===== config.mk =====
export PLATFORM = sky130hd
export DESIGN_NAME = psh_hsv
export DESIGN_NICKNAME = d
export VERILOG_FILES = /design/src/design/psh_pkg.sv /design/src/design/psh_div.sv /design/src/design/psh_hsv.sv
export SDC_FILE = /design/constraint.sdc
export NUM_CORES = 1
export LEC_CHECK = 0
export BUFFER_PORTS_ARGS = -buffer_cell sky130_fd_sc_hd__buf_2
export CAP_MARGIN = 40
export CELL_PAD_IN_SITES_DETAIL_PLACEMENT = 1
export CELL_PAD_IN_SITES_GLOBAL_PLACEMENT = 2
export CORE_MARGIN = 4
export CORE_UTILIZATION = 44
export CTS_CLUSTER_DIAMETER = 60
export DETAILED_ROUTE_END_ITERATION = 12
export PLACE_DENSITY_LB_ADDON = 0.08
export SYNTH_ARGS = -nofsm -noshare
export SYNTH_HDL_FRONTEND = slang
export SYNTH_SLANG_ARGS = --single-unit

===== constraint.sdc =====
create_clock -name clk -period 23.1 [get_ports clk]
set_input_delay 2.31 -clock clk [delete_from_list [all_inputs] [get_ports clk]]
set_output_delay 2.31 -clock clk [all_outputs]
set_load 0.02 [all_outputs]

===== src/design/psh_pkg.sv =====
// ----------------------------------------------------------------------------
// psh_pkg: shared types and constants for the pixel swap HSV error block
// Holds the beat payload structs, opcodes, sequencer states and HSV constants.
// ----------------------------------------------------------------------------
package psh_pkg;

  // Image side in pixels; coordinates are 8 bits, so one byte covers a side
  localparam int IMAGE_SIDE = 256;

  typedef enum logic [1:0] {
    OP_WRITE_SRC = 2'd0,
    OP_WRITE_TGT = 2'd1,
    OP_TRIAL     = 2'd2,
    OP_READ_SRC  = 2'd3
  } opcode_t;

  typedef struct packed {
    logic [1:0]  opcode;
    logic [7:0]  x_first;
    logic [7:0]  y_first;
    logic [7:0]  x_second;
    logic [7:0]  y_second;
    logic [23:0] pixel_value;
  } in_beat_t;

  typedef struct packed {
    logic        swapped;
    logic [23:0] read_pixel;
    logic [31:0] improvement_count;
    logic [31:0] trial_count;
  } out_beat_t;

  typedef enum logic [3:0] {
    ST_IDLE,
    ST_RD_A,
    ST_RD_B,
    ST_CV_SA,
    ST_CV_SB,
    ST_CV_TA,
    ST_CV_TB,
    ST_SUM,
    ST_ERR,
    ST_WB_A,
    ST_WB_B,
    ST_DONE
  } state_t;

  // Converter handshake, one HSV conversion per request
  typedef struct packed {
    logic        start;
    logic [23:0] rgb;
  } cvt_req_t;

  typedef struct packed {
    logic               done;
    logic signed [13:0] h;
    logic [11:0]        s;
    logic [11:0]        v;
  } cvt_rsp_t;

  localparam logic signed [13:0] GRAY_HUE = -14'sd4096;
  localparam logic [8:0] W_HUE = 9'd230;
  localparam logic [8:0] W_SAT = 9'd256;
  localparam logic [8:0] W_VAL = 9'd282;

endpackage


===== src/design/psh_div.sv =====
// ----------------------------------------------------------------------------
// psh_div: restoring divider, one quotient bit per cycle
// Divides a 24-bit numerator by a 12-bit denominator.
// ----------------------------------------------------------------------------
module psh_div (
  input  logic        clk,
  input  logic        rst,
  input  logic        start,
  input  logic [23:0] num,
  input  logic [11:0] den,
  output logic        done,
  output logic [23:0] quot
);

  logic [4:0]  count;
  logic        running;
  logic [12:0] rem;
  logic [23:0] q;
  logic [12:0] trial;
  logic [12:0] shifted;

  assign shifted = {rem[11:0], q[23]};
  assign trial   = shifted - {1'b0, den};

  always_ff @(posedge clk) begin
    if (rst) begin
      running <= 1'b0;
      done    <= 1'b0;
      count   <= '0;
    end else begin
      done <= 1'b0;
      if (start) begin
        running <= 1'b1;
        count   <= 5'd0;
        rem     <= '0;
        q       <= num;
      end else if (running) begin
        // shift in one numerator bit, subtract when it fits
        if (!trial[12]) begin
          rem <= trial;
          q   <= {q[22:0], 1'b1};
        end else begin
          rem <= shifted;
          q   <= {q[22:0], 1'b0};
        end
        count <= count + 5'd1;
        if (count == 5'd23) begin
          running <= 1'b0;
          done    <= 1'b1;
        end
      end
    end
  end

  assign quot = q;

endmodule


===== src/design/psh_hsv.sv =====
// ----------------------------------------------------------------------------
// psh_hsv: RGB to fixed-point HSV converter
// Derives V by reciprocal multiply, then, unless the pixel is gray, runs the S and H
// divisions in turn through one shared divider.
// ----------------------------------------------------------------------------
module psh_hsv (
  input  logic                clk,
  input  logic                rst,
  input  psh_pkg::cvt_req_t   req,
  output psh_pkg::cvt_rsp_t   rsp
);

  logic [7:0]  mx, mn, d, r, g, b;
  logic [1:0]  phase;
  logic        active;
  logic        div_start;
  logic [23:0] div_num;
  logic [11:0] div_den;
  logic        div_done;
  logic [23:0] div_quot;
  logic [11:0] v_reg, s_reg;
  logic [12:0] hnum;
  logic [23:0] hq;
  logic [15:0] v_prod;
  logic [11:0] v_calc;

  always_comb begin
    mx = (r > g) ? r : g;
    if (b > mx) mx = b;
    mn = (r < g) ? r : g;
    if (b < mn) mn = b;
    d = mx - mn;
    // V = 16*mx + floor((mx + 8) / 17), the divide by 17 as a multiply by 241
    v_prod = 16'({1'b0, mx} + 9'd8) * 16'd241;
    v_calc = {mx, 4'b0000} + 12'(v_prod[15:12]);
    // hue numerator in 0..6d, already wrapped positive
    if (r == mx) begin
      hnum = (g >= b) ? {5'd0, g - b} : 13'({d, 1'b0} * 3) - 13'(b - g);
    end else if (g == mx) begin
      hnum = 13'({d, 1'b0}) + 13'(b) - 13'(r);
    end else begin
      hnum = 13'({d, 2'b0}) + 13'(r) - 13'(g);
    end
  end

  always_comb begin
    div_num = '0;
    div_den = 12'd1;
    unique case (phase)
      2'd1: begin
        div_num = 24'(d) * 24'd4095 + 24'(mx >> 1);
        div_den = 12'(mx);
      end
      default: begin
        div_num = 24'(hnum) * 24'd4096 + 24'(d) * 24'd3;
        div_den = 12'(d) * 12'd6;
      end
    endcase
  end

  psh_div u_div (
    .clk  (clk),
    .rst  (rst),
    .start(div_start),
    .num  (div_num),
    .den  (div_den),
    .done (div_done),
    .quot (div_quot)
  );

  assign hq = (div_quot >= 24'd4096) ? div_quot - 24'd4096 : div_quot;

  always_ff @(posedge clk) begin
    if (rst) begin
      active    <= 1'b0;
      div_start <= 1'b0;
      phase     <= 2'd0;
      rsp.done  <= 1'b0;
    end else begin
      div_start <= 1'b0;
      rsp.done  <= 1'b0;
      if (req.start) begin
        r         <= req.rgb[23:16];
        g         <= req.rgb[15:8];
        b         <= req.rgb[7:0];
        phase     <= 2'd0;
        active    <= 1'b1;
      end else if (active && (phase == 2'd0 || div_done)) begin
        unique case (phase)
          2'd0: begin
            v_reg <= v_calc;
            if (d == 8'd0) begin
              rsp.v    <= v_calc;
              rsp.s    <= '0;
              rsp.h    <= psh_pkg::GRAY_HUE;
              rsp.done <= 1'b1;
              active   <= 1'b0;
            end else begin
              phase     <= 2'd1;
              div_start <= 1'b1;
            end
          end
          2'd1: begin
            s_reg     <= div_quot[11:0];
            phase     <= 2'd2;
            div_start <= 1'b1;
          end
          default: begin
            rsp.v    <= v_reg;
            rsp.s    <= s_reg;
            rsp.h    <= $signed({2'b00, hq[11:0]});
            rsp.done <= 1'b1;
            active   <= 1'b0;
          end
        endcase
      end
    end
  end

endmodule


==> results by group <==
Floorplanning
  • Die width: around 190 um
  • Core Box Area: 0.03091 mm2
  • # IOs: 66
  • Row cnt: 64
  • Die area: 0.03450 mm2
  • Initial Utilization: 44.98%
  • Die Y: 185.8 um

Place
  • RD Place Congestion: slightly below 0.9
  • Placed insts: ~1900
  • PortBufs: 65
  • Placed wire-length estimate: approximately 34 mm

Routing
  • 1st-pass router iterations: 5
  • Routed Antenna Nets: 0
  • DRC Markers: 0
  • Routed length per placed instance: ~22 um
  • Routed vias/inst: between 5 and 6
  • Final WL: around 43 mm
  • Vias post-DR: 11130
  • Iter 0 DRT Violations: between 600 and 700

Clock tree
  • TritonCTS sink count: approximately 130
  • H-tree Lvls: 4
  • CTS root buffer: clkbuf_16
  • Clock slew at reported path FFs: roughly 70 ps
  • Clock buffer count from CTS: 17
  • CTS Hold Buffers Added: 0
  • Post-CTS Resized: 0
  • Post CTS Setup Buffer Count: 0
  • Max Root-Sink Buffers: 2
  • Clk_lat worst skew: 450 ps
  • CTS tree: done

Logic synthesis
  • Yosys cell types: 87
  • Synth Instances: 1483
  • Post-Syn Nets: ~1800
  • Cell taking the most area after synthesis: edfxtp_1
  • Ys async rst share: 0%
  • Mapped Area: around 0.014 mm2
  • Number of enable flip-flop cells after synthesis: 121
  • Synth area leaders: edfxtp_1, ha_1, fa_1
  • Area share of the largest cell type after synthesis: 26.14%
  • Predominant post-synthesis flop cell: edfxtp_1
  • Sequential area share after synthesis: approximately 28%
  • Ys Warns: 0
  • Synth Register Bits: 133
  • Mean Syn Cell Area: approximately 9.4 um2

Layout
  • # diodes: 0
  • Final Non-Filler Cells: between 1500 and 2000
  • Final Util: 49.30%
  • Final nets: between 1500 and 2000
  • Share of layout cells above drive strength 1: between 10% and 20%
  • Biggest register: rsp
  • Max reg flops: 38
  • Commonest non-fill, non-tap cells in the layout: inv_1, ha_1, nor2_1
  • Final-layout fill cell count: approximately 3600
  • Area grow syn2layout: 9.603%
  • Most common cell after layout, fill and taps aside: inv_1

Global route
  • Vias in the first global route: approximately 12000
  • Initial antenna violation count: 0
  • Pin count of the biggest net entering global routing: between 60 and 70
  • Total GRT Usage: between 20% and 30%
  • First-pass GRT wire length: just under 70 mm
  • Residual overflow from global routing: 0

Timing
  • Unrepaired setup endpoints after global routing: false
  • Min Clock Period, post-route: 13230 ps
  • Max_slew headroom: a little over two fifths
  • Fin. max-slew vios: 0
  • # setup viols final: 0
  • Skew final: 14.53 ps
  • Tightest Pin Transition: about 870 ps
  • Fin crit share: between 50 and 60%
  • Fmax: 0.07561 GHz
  • Fin Setup TNS: 0 ps
  • Final Hold Viols: 0

Worst setup path
  • Kind of critical path: register to register
  • Critical Path Slowest Stage Cell: o21ai_1
  • Arr. time, crit path: around 13000 ps
  • Most frequent CP cell: inv_1
  • CP endpoint kind: register
  • Slowest stage delay, CP: about 740 ps
  • Startpoint types: register
  • Critical path peak fanout: 21
  • Worst path required time: approximately 23000 ps

Run status
  • Status: finished clean

Job
  • Max cap viols: 0

Worst hold path
  • HP Class: register to register
## Yosys cell counts (10+ instances only)
master and number:
a21boi_0 10, a31oi_1 16, o211ai_1 13, nor2b_1 18, xor2_1 30, o21ai_0 74, inv_1 179, nor3_1 23
nor2_1 125, mux2i_1 23, a21o_1 33, nand2b_1 14, fa_1 72, ha_1 177, nand2_1 90, nand3_1 21
o21bai_1 21, and2_1 32, o21a_1 14, dfxtp_1 12, buf_2 10, edfxtp_1 121, xnor2_1 61, o22ai_1 12
a21oi_1 94, clkbuf_1 33
## cell families after synthesis
kind of cell	Yosys count	share of synthesized area, %
fa+ha+maj	250	26.37
flops	133	27.86
xor+xnor	95	6.282
simple gates	374	13.11
mux	25	1.818
buf+inv	232	6.597
compound gates	374	17.96
## critical path, delay by kind of cell (launching register included)
kind / cells / cell delay, ps
AO/OA/AOI/OAI: 18 / 5220
AND/OR/NAND/NOR: 8 / 1730
XOR/XNOR: 2 / 580
adder cells (fa/ha/maj): 10 / 3930
buffers and inverters: 9 / 1020
flip-flops: 1 / 470
## layout make-up
type | count | area, um2 | share of cell area [%]
inverters | 180 | 675.6 | 4.434
clock inverters | 14 | 117.6 | 0.7719
flip-flops and latches | 133 | 3875 | 25.43
clock buffers | 18 | 429.2 | 2.817
repair buffers | 87 | 508.0 | 3.334
multi-input cells | 1118 | 9136 | 59.96
well taps | 396 | 495.5 | 3.252
## metal layers
metal | wire length [um] | GRT usage [%] | part of all wire [%]
met1 | 20320 | 35.76 | 47
met2 | 20440 | 42.35 | 48
met5 | 0 | 0 | 0
met3 | 1620 | 3.420 | 3.8
met4 | 452 | 4.547 | 1.1
## through the flow
step                setup slack (ps)  hold slack [ps]  instance area, um2
floorplan                      11990            433.4               13900
global route                    8734            508.1               15240
detailed placement             10020            478.1               14690
global placement               10420            460.7               14640
finish                          9875            490.6               15240
CTS                            10000            493.0               15240
## final timing paths
check | end | cells after the start | from | slack, ps
max | u_div.quot[19] | 47 | r[0] | 9870
min | s_reg[1] | 0 | u_div.quot[1] | 490
max reg2reg | u_div.quot[19] | 47 | r[0] | 9870
min reg2reg | s_reg[1] | 0 | u_div.quot[1] | 490
Power is left out: the tool's default activity adds up to more than one toggle a clock period on the data nets, which glitch-free logic cannot reach.
